[src/hdl/rbsm_pkg.sv]
package rbsm_pkg;

    localparam int PAGE_OFFSET_BITS = 13;
    localparam int PAGES            = 8;
    localparam int BANK_BITS        = 9;
    localparam int OFFSET_BITS      = BANK_BITS + PAGE_OFFSET_BITS;

    // request modes
    localparam logic [1:0] MODE_READ  = 2'd0;
    localparam logic [1:0] MODE_WRITE = 2'd1;
    localparam logic [1:0] MODE_RESET = 2'd2;

    // mapper kinds
    localparam logic [2:0] KIND_ROM      = 3'd0;
    localparam logic [2:0] KIND_SWAP32K  = 3'd1;
    localparam logic [2:0] KIND_PAGE8K   = 3'd2;
    localparam logic [2:0] KIND_PAGE8K_U = 3'd3;
    localparam logic [2:0] KIND_WIN8K    = 3'd4;
    localparam logic [2:0] KIND_WIN16K   = 3'd5;
    localparam logic [2:0] KIND_RAM      = 3'd6;

    // configuration register indexes
    localparam logic [1:0] CFG_MAPPER_KIND  = 2'd0;
    localparam logic [1:0] CFG_ROM_SEGMENTS = 2'd1;
    localparam logic [1:0] CFG_RAM_SEGMENTS = 2'd2;

    typedef struct packed {
        logic [2:0] kind;
        logic [3:0] rom_segs;
        logic [3:0] ram_segs;
    } t_cfg;

    localparam t_cfg CFG_RESET = '{kind: KIND_ROM, rom_segs: 4'd8, ram_segs: 4'd8};

    typedef struct packed {
        logic                 valid;
        logic [BANK_BITS-1:0] bank;
    } t_entry;

    // bank switch request to the table
    typedef struct packed {
        logic       en;
        logic [2:0] page;
        logic [1:0] sub;   // address bits 12..11
        logic [7:0] data;
    } t_table_wr;

    function automatic t_entry pattern_entry(t_cfg cfg, logic [2:0] page);
        t_entry     e;
        logic [3:0] n;
        logic [3:0] r;
        e = '0;
        n = 4'd0;
        r = {1'b0, page};
        case (cfg.kind)
            KIND_ROM: begin
                n = cfg.rom_segs;
                if (n < 4'd1) n = 4'd1;
                if (n > 4'd8) n = 4'd8;
                // page < 8, so seven conditional subtracts reduce it mod n
                for (int k = 0; k < 7; k++) begin
                    if (r >= n) r = r - n;
                end
                e.valid = 1'b1;
                e.bank  = {6'd0, r[2:0]};
            end
            KIND_SWAP32K: begin
                e.valid = 1'b1;
                e.bank  = {7'd0, 2'(page[1:0] + 2'd2)};
            end
            KIND_PAGE8K, KIND_PAGE8K_U: begin
                if (page >= 3'd2 && page <= 3'd5) begin
                    e.valid = 1'b1;
                    e.bank  = {7'd0, 2'(page - 3'd2)};
                end
            end
            KIND_WIN8K: begin
                e.valid = 1'b1;
            end
            KIND_WIN16K: begin
                e.valid = 1'b1;
                e.bank  = {8'd0, page[0]};
            end
            KIND_RAM: begin
                n = cfg.ram_segs;
                if (n > 4'd8) n = 4'd8;
                if ({1'b0, page} < n) begin
                    e.valid = 1'b1;
                    e.bank  = {6'd0, page};
                end
            end
            default: e = '0;
        endcase
        return e;
    endfunction

endpackage

[src/hdl/rbsm_bank_table.sv]
module rbsm_bank_table
    import rbsm_pkg::*;
(
    input  logic      i_clk,
    input  logic      i_rst_n,
    input  t_cfg      i_cfg,
    input  logic      i_reload,
    input  t_table_wr i_wr,
    input  logic [2:0] i_page,
    output t_entry    o_entry
);

    t_entry r_table [PAGES];
    t_entry n_table [PAGES];

    always_comb begin
        for (int p = 0; p < PAGES; p++) begin
            n_table[p] = r_table[p];
        end
        if (i_reload) begin
            for (int p = 0; p < PAGES; p++) begin
                n_table[p] = pattern_entry(i_cfg, 3'(p));
            end
        end else if (i_wr.en) begin
            case (i_cfg.kind)
                KIND_PAGE8K: begin
                    if (i_wr.page >= 3'd2 && i_wr.page <= 3'd5) begin
                        n_table[i_wr.page] = '{1'b1, {1'b0, i_wr.data}};
                    end
                end
                KIND_PAGE8K_U: begin
                    if (i_wr.page == 3'd4 || i_wr.page == 3'd5) begin
                        n_table[i_wr.page] = '{1'b1, {1'b0, i_wr.data}};
                    end
                end
                KIND_WIN8K: begin
                    if (i_wr.page == 3'd3) begin
                        n_table[3'(3'd2 + {1'b0, i_wr.sub})] = '{1'b1, {1'b0, i_wr.data}};
                    end
                end
                KIND_WIN16K: begin
                    // 16 KB window: even page gets 2*data, odd page 2*data+1
                    if (i_wr.page == 3'd3) begin
                        n_table[{1'b0, i_wr.sub[1], 1'b0} + 3'd2] = '{1'b1, {i_wr.data, 1'b0}};
                        n_table[{1'b0, i_wr.sub[1], 1'b0} + 3'd3] = '{1'b1, {i_wr.data, 1'b1}};
                    end
                end
                default: ;
            endcase
        end
    end

    always_ff @(posedge i_clk) begin
        if (!i_rst_n) begin
            for (int p = 0; p < PAGES; p++) begin
                r_table[p] <= pattern_entry(CFG_RESET, 3'(p));
            end
        end else begin
            for (int p = 0; p < PAGES; p++) begin
                r_table[p] <= n_table[p];
            end
        end
    end

    assign o_entry = r_table[i_page];

endmodule

[src/hdl/rom_bank_switch_mapper.sv]
// Cartridge bank mapper: translates CPU bus requests on a 64 KB space of
// eight 8 KB pages into memory offsets through an 8-entry bank table.
//
// s_axis: one bus request per transfer; tuser carries the mode (read, write,
// reset event), tdata the address and write byte. m_axis: one result per
// request with the memory offset, hit and RAM-write flags.
// cfg: register writes (mapper kind, ROM segments, RAM segments); each write
// reloads the power-on bank pattern with the new values. Write only while
// no request is in flight.
//
// Throughput is one request per cycle: a request is registered, then looked
// up in the bank table and its bank switch applied as the result register
// loads. When m_axis stalls, the result holds and one more request waits in
// the input register; tready drops only then.
// Synchronous reset restores mapper kind 0 with 8 ROM segments (page i maps
// to bank i) and empties both stages.
module rom_bank_switch_mapper
    import rbsm_pkg::*;
(
    input  logic        i_clk,
    input  logic        i_rst_n,
    input  logic        i_s_axis_tvalid,
    output logic        o_s_axis_tready,
    input  logic [23:0] i_s_axis_tdata,   // address[15:0], write_data[23:16]
    input  logic [1:0]  i_s_axis_tuser,   // mode[1:0]
    output logic        o_m_axis_tvalid,
    input  logic        i_m_axis_tready,
    output logic [23:0] o_m_axis_tdata,   // memory_offset[21:0], hit[22], write_memory[23]
    input  logic        i_cfg_valid,
    output logic        o_cfg_ready,
    input  logic [1:0]  i_cfg_index,
    input  logic [3:0]  i_cfg_data
);

    logic        r_in_valid;
    logic [1:0]  r_mode;
    logic [15:0] r_addr;
    logic [7:0]  r_data;

    logic                   r_out_valid;
    logic [OFFSET_BITS-1:0] r_offset;
    logic                   r_hit;
    logic                   r_wmem;

    t_cfg r_cfg;
    t_cfg n_cfg;

    logic      advance;
    logic      cfg_we;
    logic      reload;
    t_table_wr table_wr;
    t_entry    entry;

    logic [OFFSET_BITS-1:0] n_offset;
    logic                   n_hit;
    logic                   n_wmem;

    assign advance         = r_in_valid && (!r_out_valid || i_m_axis_tready);
    assign o_s_axis_tready = !r_in_valid || advance;
    assign o_cfg_ready     = 1'b1;

    assign cfg_we = i_cfg_valid && (i_cfg_index == CFG_MAPPER_KIND
                                 || i_cfg_index == CFG_ROM_SEGMENTS
                                 || i_cfg_index == CFG_RAM_SEGMENTS);

    always_comb begin
        n_cfg = r_cfg;
        if (i_cfg_valid) begin
            case (i_cfg_index)
                CFG_MAPPER_KIND:  n_cfg.kind     = i_cfg_data[2:0];
                CFG_ROM_SEGMENTS: n_cfg.rom_segs = i_cfg_data;
                CFG_RAM_SEGMENTS: n_cfg.ram_segs = i_cfg_data;
                default: ;
            endcase
        end
    end

    assign reload = cfg_we || (advance && r_mode == MODE_RESET);

    assign table_wr.en   = advance && r_mode == MODE_WRITE;
    assign table_wr.page = r_addr[15:PAGE_OFFSET_BITS];
    assign table_wr.sub  = r_addr[12:11];
    assign table_wr.data = r_data;

    rbsm_bank_table u_table (
        .i_clk    (i_clk),
        .i_rst_n  (i_rst_n),
        .i_cfg    (n_cfg),
        .i_reload (reload),
        .i_wr     (table_wr),
        .i_page   (r_addr[15:PAGE_OFFSET_BITS]),
        .o_entry  (entry)
    );

    always_comb begin
        n_offset = '0;
        n_hit    = 1'b0;
        n_wmem   = 1'b0;
        if (entry.valid) begin
            if (r_mode == MODE_READ) begin
                n_offset = {entry.bank, r_addr[PAGE_OFFSET_BITS-1:0]};
                n_hit    = 1'b1;
            end else if (r_mode == MODE_WRITE && r_cfg.kind == KIND_RAM) begin
                n_offset = {entry.bank, r_addr[PAGE_OFFSET_BITS-1:0]};
                n_hit    = 1'b1;
                n_wmem   = 1'b1;
            end
        end
    end

    always_ff @(posedge i_clk) begin
        if (!i_rst_n) begin
            r_in_valid  <= 1'b0;
            r_out_valid <= 1'b0;
            r_cfg       <= CFG_RESET;
        end else begin
            r_cfg <= n_cfg;
            if (o_s_axis_tready) begin
                r_in_valid <= i_s_axis_tvalid;
            end
            if (advance) begin
                r_out_valid <= 1'b1;
            end else if (i_m_axis_tready) begin
                r_out_valid <= 1'b0;
            end
        end
    end

    always_ff @(posedge i_clk) begin
        if (o_s_axis_tready && i_s_axis_tvalid) begin
            r_mode <= i_s_axis_tuser;
            r_addr <= i_s_axis_tdata[15:0];
            r_data <= i_s_axis_tdata[23:16];
        end
        if (advance) begin
            r_offset <= n_offset;
            r_hit    <= n_hit;
            r_wmem   <= n_wmem;
        end
    end

    assign o_m_axis_tvalid = r_out_valid;
    assign o_m_axis_tdata  = {r_wmem, r_hit, r_offset};

endmodule

[config.mk]
export PLATFORM = sky130hd
export DESIGN_NAME = rom_bank_switch_mapper
export DESIGN_NICKNAME = d
export VERILOG_FILES = /design/src/hdl/rbsm_pkg.sv /design/src/hdl/rbsm_bank_table.sv /design/src/hdl/rom_bank_switch_mapper.sv
export SDC_FILE = /design/constraint.sdc
export NUM_CORES = 1
export LEC_CHECK = 0
export BUFFER_PORTS_ARGS = -buffer_cell sky130_fd_sc_hd__buf_4
export CORE_UTILIZATION = 30
export DETAILED_ROUTE_END_ITERATION = 6
export GPL_ROUTABILITY_DRIVEN = 1
export PLACE_DENSITY = 0.46
export RECOVER_POWER = 50
export SYNTH_ARGS = -nofsm -noshare
export SYNTH_HDL_FRONTEND = slang
export SYNTH_SLANG_ARGS = --single-unit
export TNS_END_PERCENT = 50
[constraint.sdc]
create_clock -name i_clk -period 17.6 [get_ports i_clk]
set_clock_uncertainty 0.05 [all_clocks]
set_input_delay 0 -clock i_clk [delete_from_list [all_inputs] [get_ports i_clk]]
set_output_delay 0 -clock i_clk [all_outputs]
set_load 0.02 [all_outputs]
==> reports/results.ini, run 1 <==
[finish]
area_growth_pct = 13.6
drive_above_1_share = 0.114
fill_cells = 4495
utilization = 0.347
fin_nets = 1789
antenna-diode-count = 0

[die]
ioPinCount = 64
core_sq_um = 43300
rows = 76
die-area_sq_um = 44800
die_x_microns = 212
die_y_microns = 212
initial_core_util = 0.305

[logic_synthesis]
syn_nets = 1739
async_flop_share = 0
yosysWarnings = 0
yosysTopAreaCellShare = 0.146
yosysMostFrequentCell = nor2_1
synth_edf_count = 50
synthTopCellsByArea = dfxtp_1, edfxtp_1, ha_1, a21oi_1, nor2_1
yosys-top-cells-count = nor2_1, nand2_1, a21oi_1
yosys_most_used_dff = dfxtp_1
yosys_register_bits = 146
yosysTopAreaCell = dfxtp_1
syn_avg_cell_area_sq_um = 8.33
ys_types = 95
syn_inst = 1584
ys_seq_area_frac = 0.259
syn_area_sq_um = 13200

[place]
dpl.hpwl_microns = 32500
gp_congestion = 0.890
io_buffers = 62

[drt]
vias = 12473
drt_pre_antenna_iters = 7
drt_iter0_markers = 1053
vias_per_cell = 5.59
wirelength_microns = 45400
drt-wirelength-per-cell_microns = 20.4
route.detailed.drc = 1
drt.antenna.violating_nets = 0

[hold_path]
hp-class = input pin to register

[sta]
hold_violations = 0
fmax_ghz = 0.0818
setup_viol = 0
maxSlewViolCount = 95
grt_setup_unrepaired = false
totalNegativeSetupSlack_ns = 0
worst_pin_slew_ns = 1.87
fin_crit_ns = 12.23
finalCritPeriodShare = 0.695
slew_headroom = -0.248

[cts]
cts_hold_buffers = 32
cts_made_buffers = 17
cts_tree = yes
cts_resized = 0
htree_levels = 4
clock_sinks = 146
clkTransAtPathRegs_ns = 0.07
clkLatencyLatePin_ns = 0.43
cts-root-buf = clkbuf_16
post-cts-setup-buffers = 0
cts_max_path_buffers = 2

[critical_path]
cp_num_buf_inv = 5
end_kind = register
rr_endpoint = u_table.r_table[4][2]
crit_required_ns = 17.88
path_max_fanout = 31
reg2reg_depth = 52
startpoint_type = register
cp_num_cells = 52
r2r_slack_ns = 5.37
max_stage_delay_ns = 0.72
crit_arrival_ns = 12.51
endpoint = u_table.r_table[4][2]
critPathMostFrequentCell = ha_1
crit_start = r_cfg[7]
r2r_start = r_cfg[7]
crit_family = compound AO/OA/AOI/OAI gates
worst_path_max_delay_cell = mux2i_1
path_class = register to register

[grt]
gr-total-overflow = 0
grt_pass1_vias = 12065
antenna_found_initial = 0
grt_max_degree = 48
track_usage = 0.203
grt_pass1_wl_microns = 70600

[power_and_ir_drop]
p_leak_nw = 5.73
peakVddDrop_v = 0.0000509
power_density_nw_per_um2 = 66.2

[run_status]
violations = DRC, capacitance limit, slew limit
outcome = complete, but fails checks

[flow_run]
maxCapViolations = 3

-- cells by family (layout without fill, tap and decap cells) --
logic type	Yosys count	after routing	share of synthesized area
xor gates and xnor gates	23	23	0.0153
AOI/OAI and AO/OA	506	506	0.258
DFF	146	146	0.259
muxes	116	116	0.114
adders and majority gates	118	118	0.122
other	1	1	0.000284
buffers and inverters	158	221	0.0486
and+or+nand+nor	516	516	0.184
-- registers in the layout, indices dropped and copies added (netlist names), named ones only --
name,flops
o_m_axis_tvalid,1
r_addr,16
r_cfg,11
r_data,8
r_hit,1
r_in_valid,1
r_mode,2
r_offset,22
r_wmem,1
u_table.r_table,80
-- worst min-delay path: stages --
cell	delay, ns
buf_4	0.17
mux2i_1	0.19
nor2_1	0.11
-- worst min-delay path by stage --
stage	from	to	depth (start not counted)
2_1_floorplan	i_s_axis_tdata[0]	r_addr[0]	0
3_3_place_gp	i_s_axis_tdata[23]	r_data[7]	1
3_5_place_dp	i_s_axis_tdata[21]	r_data[5]	1
4_1_cts	i_cfg_data[2]	r_cfg[2]	3
5_1_grt	i_cfg_data[1]	r_cfg[1]	3
6_report	i_cfg_data[2]	r_cfg[2]	3
-- layout by cell type, fill, tap and decap left out, types with 7 or more instances in the layout --
cell / instances
a211oi_1: 16
a21o_1: 22
a21oi_1: 138
a31oi_1: 28
and2_1: 20
and3_1: 9
buf_4: 33
clkbuf_1: 33
clkbuf_16: 17
clkbuf_4: 24
dfxtp_1: 96
dlygate4sd3_1: 32
edfxtp_1: 50
fa_1: 17
ha_1: 101
inv_1: 65
mux2_2: 38
mux2i_1: 51
mux4_2: 20
nand2_1: 153
nand2b_1: 25
nand3_1: 39
nand3b_1: 10
nand4_1: 8
nor2_1: 162
nor2b_1: 16
nor3_1: 21
nor4_1: 11
o211ai_1: 15
o21a_1: 17
o21ai_0: 98
o21ai_1: 12
o21bai_1: 7
o221ai_1: 14
o22ai_1: 19
o31ai_1: 20
or3_1: 8
xnor2_1: 16
xor2_1: 7
-- metal layers --
metal | wire, microns | vias up | GRT usage
met5 | 0 | - | 0
met1 | 22000 | 6027 | 0.295
li1 | - | 6000 | -
met3 | 3240 | 42 | 0.0381
met4 | 633 | 0 | 0.0445
met2 | 19600 | 404 | 0.307
-- where the power goes --
group | internal [W] | switching [W]
Sequential | 0.000364 | 0.0000160
Clock | 0.000211 | 0.000157
Combinational | 0.0000920 | 0.000153
Total | 0.000667 | 0.000326
-- final cells by class --
type,instances,area [sq um],share of cell area
well taps,585,732,0.0488
repair buffers,121,868,0.0579
multi-input cells,1280,9130,0.609
clock buffers,18,429,0.0286
clock inverters,14,154,0.0103
flip-flops and latches,146,3420,0.228
inverters,68,255,0.0170
-- metrics by stage --
| step | hold slack (ns) | setup slack, ns | instance area [sq um] | std cells | total power [W] |
|---|---|---|---|---|---|
| finish | 0.0334 | 5.37 | 15000 | 2232 | 0.000993 |
| global route | 0.0890 | 4.29 | 15000 | 2232 | 0.00104 |
| CTS | 0.0133 | 5.84 | 15100 | 2232 | 0.00100 |
| detailed placement | 0.130 | 5.46 | 14200 | 2168 | 0.000626 |
| global placement | 0.129 | 5.75 | 14200 | 2168 | 0.000625 |
| floorplan | 0.0489 | 7.16 | 13200 | 1584 | 0.000550 |
(Power assumes the default switching activity.)
==> inputs of run 2 (changes only) <==
- ABC_AREA: unset -> 1
- clock period: 17.6 -> 11.6 ns (I/O delays scaled with it)
==> reports/results.ini, run 2 <==
[finish]
largest-register = u_table.r_table
largest_reg_flops = 80
fin_nets = 2151
layout_commonest_cell = nand2_1
antenna-diode-count = 0
top_regs = u_table.r_table: 80 flops, r_offset: 22 flops, r_addr: 16 flops
final_cell_mix = nand2_1, inv_1, o21ai_0
area_growth_pct = 14.6
drive_above_1_share = 0.117

[die]
ioPinCount = 64
die-area_sq_um = 44900
die_y_microns = 212
core_sq_um = 43300
rows = 76
initial_core_util = 0.306
die_x_microns = 212

[logic_synthesis]
ys_seq_area_frac = 0.259
async_flop_share = 0
yosysWarnings = 0
yosys_register_bits = 146
syn_avg_cell_area_sq_um = 6.90
yosysTopAreaCellShare = 0.145
syn_nets = 2070
synthTopCellsByArea = dfxtp_1, edfxtp_1, nand2_1, ha_1, o21ai_0
synth_edf_count = 50
yosysTopAreaCell = dfxtp_1
ys_types = 71
syn_inst = 1915
yosys-top-cells-count = nand2_1, inv_1, o21ai_0
syn_area_sq_um = 13200
yosysMostFrequentCell = nand2_1
yosys_most_used_dff = dfxtp_1

[sta]
finalCritPeriodShare = 0.909
hold_violations = 0
fin_ws_ns = 1.06
totalNegativeSetupSlack_ns = 0
slew_headroom = -0.119
worst_pin_slew_ns = 1.68
fmax_ghz = 0.0949
fin_crit_ns = 10.54
grt_setup_unrepaired = false
setup_viol = 0
timing.hold.ws_ns = 0.0435
maxSlewViolCount = 59

[cts]
clkTransAtPathRegs_ns = 0.07
clkLatencyLatePin_ns = 0.45
clock_sinks = 146
cts_max_path_buffers = 2
cts-root-buf = clkbuf_16
cts_made_buffers = 17
htree_levels = 4
post-cts-setup-buffers = 0
cts_tree = yes

[drt]
drt_pre_antenna_iters = 6
drt-wirelength-per-cell_microns = 17.4
route.detailed.drc = 0
vias = 13325
drt.antenna.violating_nets = 0
vias_per_cell = 5.14
drt_iter0_markers = 978
wirelength_microns = 45100

[grt]
antenna_found_initial = 0
grt_max_degree = 43
gr-total-overflow = 0
grt_pass1_vias = 12895
grt_pass1_wl_microns = 70500
track_usage = 0.202

[run_status]
outcome = complete, but fails checks
violations = capacitance limit, slew limit

[hold_path]
holdCritStartpoint = i_cfg_index[0]
hp-class = input pin to register

[critical_path]
critPathMostFrequentCell = nand2_1
path_class = register to register
crit_required_ns = 11.88
crit_arrival_ns = 10.82
max_stage_delay_ns = 0.45
startpoint_type = register
worst_path_max_delay_cell = fa_1
r2r_start = r_cfg[7]
crit_start = r_cfg[7]
path_max_fanout = 16
end_kind = register

[power_and_ir_drop]
peakVddDrop_v = 0.0000734
power_density_nw_per_um2 = 125
p_leak_nw = 6.59

[place]
gp_congestion = 0.891
place_ws_ns = 0.653
io_buffers = 62
dpl.hpwl_microns = 33000

[flow_run]
maxCapViolations = 2

-- run 2: worst paths after layout --
check / end / slack (ns) / depth (start not counted)
setup / recovery: u_table.r_table[6][2] / 1.06 / 60
hold / removal: r_cfg[6] / 0.04 / 4
setup reg to reg: u_table.r_table[6][2] / 1.06 / 60
hold reg to reg: u_table.r_table[6][4] / 0.40 / 2
-- run 2: cell type report --
class,count,area [sq um]
clock buffer,18,429
clock inverter,14,164
fill,4705,28100
inverter,281,1060
multi-input combinational,1427,8430
sequential,146,3420
tap,585,732
timing repair buffer,123,905
-- run 2: layer usage --
metal	vias to the layer above	wire (microns)	track usage
met1	6233	21800	0.282
met3	69	2400	0.0288
met2	378	20000	0.320
met5	-	0	0
li1	6645	-	-
met4	0	921	0.0612
-- run 2: critical path, delay by kind of cell (launching register included) --
| kind | cells | cell delay [ns] |
|---|---|---|
| simple gates | 24 | 3.09 |
| fa+ha+maj | 9 | 3.01 |
| compound gates | 17 | 2.69 |
| buf+inv | 9 | 1.09 |
| flops | 1 | 0.31 |
| xor+xnor | 1 | 0.14 |
-- run 2: logic make-up (layout without fill, tap and decap cells) --
group / after synthesis / after routing / share of synthesized area
buf+inv: 342 / 436 / 0.104
compound gates: 552 / 552 / 0.244
simple gates: 736 / 736 / 0.257
mux: 6 / 6 / 0.00502
other cells: 1 / 1 / 0.000284
xor+xnor: 14 / 14 / 0.00928
flops: 146 / 146 / 0.259
fa+ha+maj: 118 / 118 / 0.121
-- run 2: through the flow --
| step | total power (W) | std cells | util | area [sq um] |
|---|---|---|---|---|
| final | 0.00189 | 2594 | 0.350 | 15100 |
| after global routing | 0.00203 | 2594 | 0.350 | 15100 |
| after CTS | 0.00191 | 2594 | 0.352 | 15200 |
| after detailed placement | 0.00132 | 2529 | 0.331 | 14300 |
| after global placement | 0.00132 | 2529 | 0.331 | 14300 |
| after floorplan | 0.00113 | 1915 | - | 13200 |
-- run 2: what timing repair did --
action | 4_1_cts | 5_1_grt
resized for setup | 0 | 3
hold buffers | 33 | 0
hold endpoints to repair | 61 | 0
endpoints found under the setup margin | 0 | 3
-- run 2: where the power goes --
group          switching (W)  internal, W
clock               0.000235     0.000337
combinational       0.000491     0.000255
sequential         0.0000185     0.000556
total               0.000745      0.00115
==> inputs of run 3 (changes only) <==
==> constraint.sdc (replaced) <==
create_clock -name i_clk -period 13.1 [get_ports i_clk]
set_clock_uncertainty 0.05 [all_clocks]
set_input_delay 1.965 -clock i_clk [delete_from_list [all_inputs] [get_ports i_clk]]
set_output_delay 1.965 -clock i_clk [all_outputs]
set_load 0.02 [all_outputs]
==> reports/results.ini, run 3 (synthesis results as in run 2) <==
[power_and_ir_drop]
seq_power_share = 0.313
peakVddDrop_v = 0.0000501
p_comb_frac = 0.401
switching_share = 0.391
p_int_w = 0.000992
clkPwrFrac = 0.286
p_sw_w = 0.000636
p_leak_nw = 6.51
power_density_nw_per_um2 = 110

[drt]
drt.antenna.violating_nets = 0
wirelength_microns = 45000
vias = 13177
drt_iter0_markers = 1038
drt-wirelength-per-cell_microns = 17.6
route.detailed.drc = 6
drt_pre_antenna_iters = 7
vias_per_cell = 5.15

[die]
core_sq_um = 43300
rows = 76
die_x_microns = 212
die_y_microns = 212
ioPinCount = 64
die-area_sq_um = 44900
initial_core_util = 0.306

[flow_run]
maxCapViolations = 3

[sta]
setup_viol = 0
fmax_ghz = 0.0840
finalCritPeriodShare = 0.908
grt_setup_unrepaired = false
fin_crit_ns = 11.90
maxSlewViolCount = 102
timing.hold.ws_ns = 0.402
slew_headroom = -0.354
worst_pin_slew_ns = 2.03
hold_violations = 0
totalNegativeSetupSlack_ns = 0

[critical_path]
crit_arrival_ns = 12.17
critPathMostFrequentCell = nand2_1
crit_family = simple AND/OR/NAND/NOR gates
crit_required_ns = 13.37
max_stage_delay_ns = 0.45
path_max_fanout = 19
end_kind = register
path_class = input pin to register
startpoint_type = input pin
cp_num_buf_inv = 10
worst_path_max_delay_cell = fa_1

[grt]
antenna_found_initial = 0
grt_pass1_wl_microns = 70800
track_usage = 0.204
use_met1 = 0.281
gr-total-overflow = 0
grt_util_met2 = 0.324
met3_usage = 0.0363
grt_max_degree = 43
grt_pass1_vias = 12817
gr-max-usage-layer = met2

[place]
dpl.hpwl_microns = 33100
gp_congestion = 0.917
io_buffers = 62

[finish]
largest-register = u_table.r_table
fin_nets = 2118
antenna-diode-count = 0
largest_reg_flops = 80
top_regs = u_table.r_table: 80 flops, r_offset: 22 flops, r_addr: 16 flops
drive_above_1_share = 0.126
layout_commonest_cell = nand2_1
area_growth_pct = 12.3
final_cell_mix = nand2_1, inv_1, o21ai_0

[cts]
clock_sinks = 146
htree_levels = 4
cts_hold_buffers = 0
clkTransAtPathRegs_ns = 0.06
cts_max_path_buffers = 2
cts_tree = yes
cts-root-buf = clkbuf_16
cts_made_buffers = 17
clkLatencyLatePin_ns = 0.44

[run_status]
outcome = complete, but fails checks
violations = DRC, capacitance limit, slew limit

[hold_path]
hp-class = register to register

run 3: through the flow:
step | power [W] | setup WS [ns] | util | instance area (sq um) | std cells
6_report | 0.00163 | 1.20 | 0.343 | 14900 | 2561
5_1_grt | 0.00175 | 0.0224 | 0.343 | 14900 | 2561
4_1_cts | 0.00164 | 0.803 | 0.344 | 14900 | 2560
3_5_place_dp | 0.00117 | 0.351 | 0.331 | 14300 | 2528
3_3_place_gp | 0.00117 | 0.702 | 0.331 | 14300 | 2528
2_1_floorplan | 0.000999 | 0.798 | - | 13200 | 1915
run 3: repair_timing:
action                     in CTS  in global routing
buffers inserted                0                  1
setup endpoints to repair       0                  3
resized for setup               0                  4
run 3: power by group through the flow:
stage	clock, W	sequential (W)	combinational (W)
global route	0.000494	0.000512	0.000743
CTS	0.000476	0.000509	0.000655
global placement	0	0.000519	0.000647
finish	0.000465	0.000510	0.000653
floorplan	0	0.000517	0.000483
detailed placement	0	0.000519	0.000651
run 3: metal layers:
| metal | wire, microns | vias to the layer above |
|---|---|---|
| met4 | 779 | 0 |
| met5 | 0 | - |
| met3 | 2510 | 48 |
| met2 | 20100 | 353 |
| met1 | 21600 | 6177 |
| li1 | - | 6599 |
run 3: worst paths after layout:
kind / start / end / slack [ns] / cells past startpoint
setup / recovery: i_cfg_index[1] / u_table.r_table[6][2] / 1.20 / 64
hold / removal: u_table.r_table[6][4] / u_table.r_table[6][4] / 0.40 / 2
hold reg to reg: u_table.r_table[6][4] / u_table.r_table[6][4] / 0.40 / 2
setup reg to reg: r_cfg[5] / u_table.r_table[6][2] / 2.82 / 62
run 3: worst reg2reg max path: cells and delay by family (launching register included):
family,cells,cell delay (ns)
AND/OR/NAND/NOR,28,3.60
adder cells (fa/ha/maj),10,3.17
AO/OA/AOI/OAI,14,1.94
buffers and inverters,9,0.93
flip-flops,1,0.31
XOR/XNOR,1,0.14
run 3: cell type report:
class | instances | area, sq um
Clock buffer | 27 | 494
Clock inverter | 5 | 52.6
Fill cell | 4690 | 28400
Inverter | 281 | 1060
Multi-Input combinational cell | 1427 | 8430
Sequential cell | 146 | 3420
Tap cell | 585 | 732
Timing Repair Buffer | 90 | 657
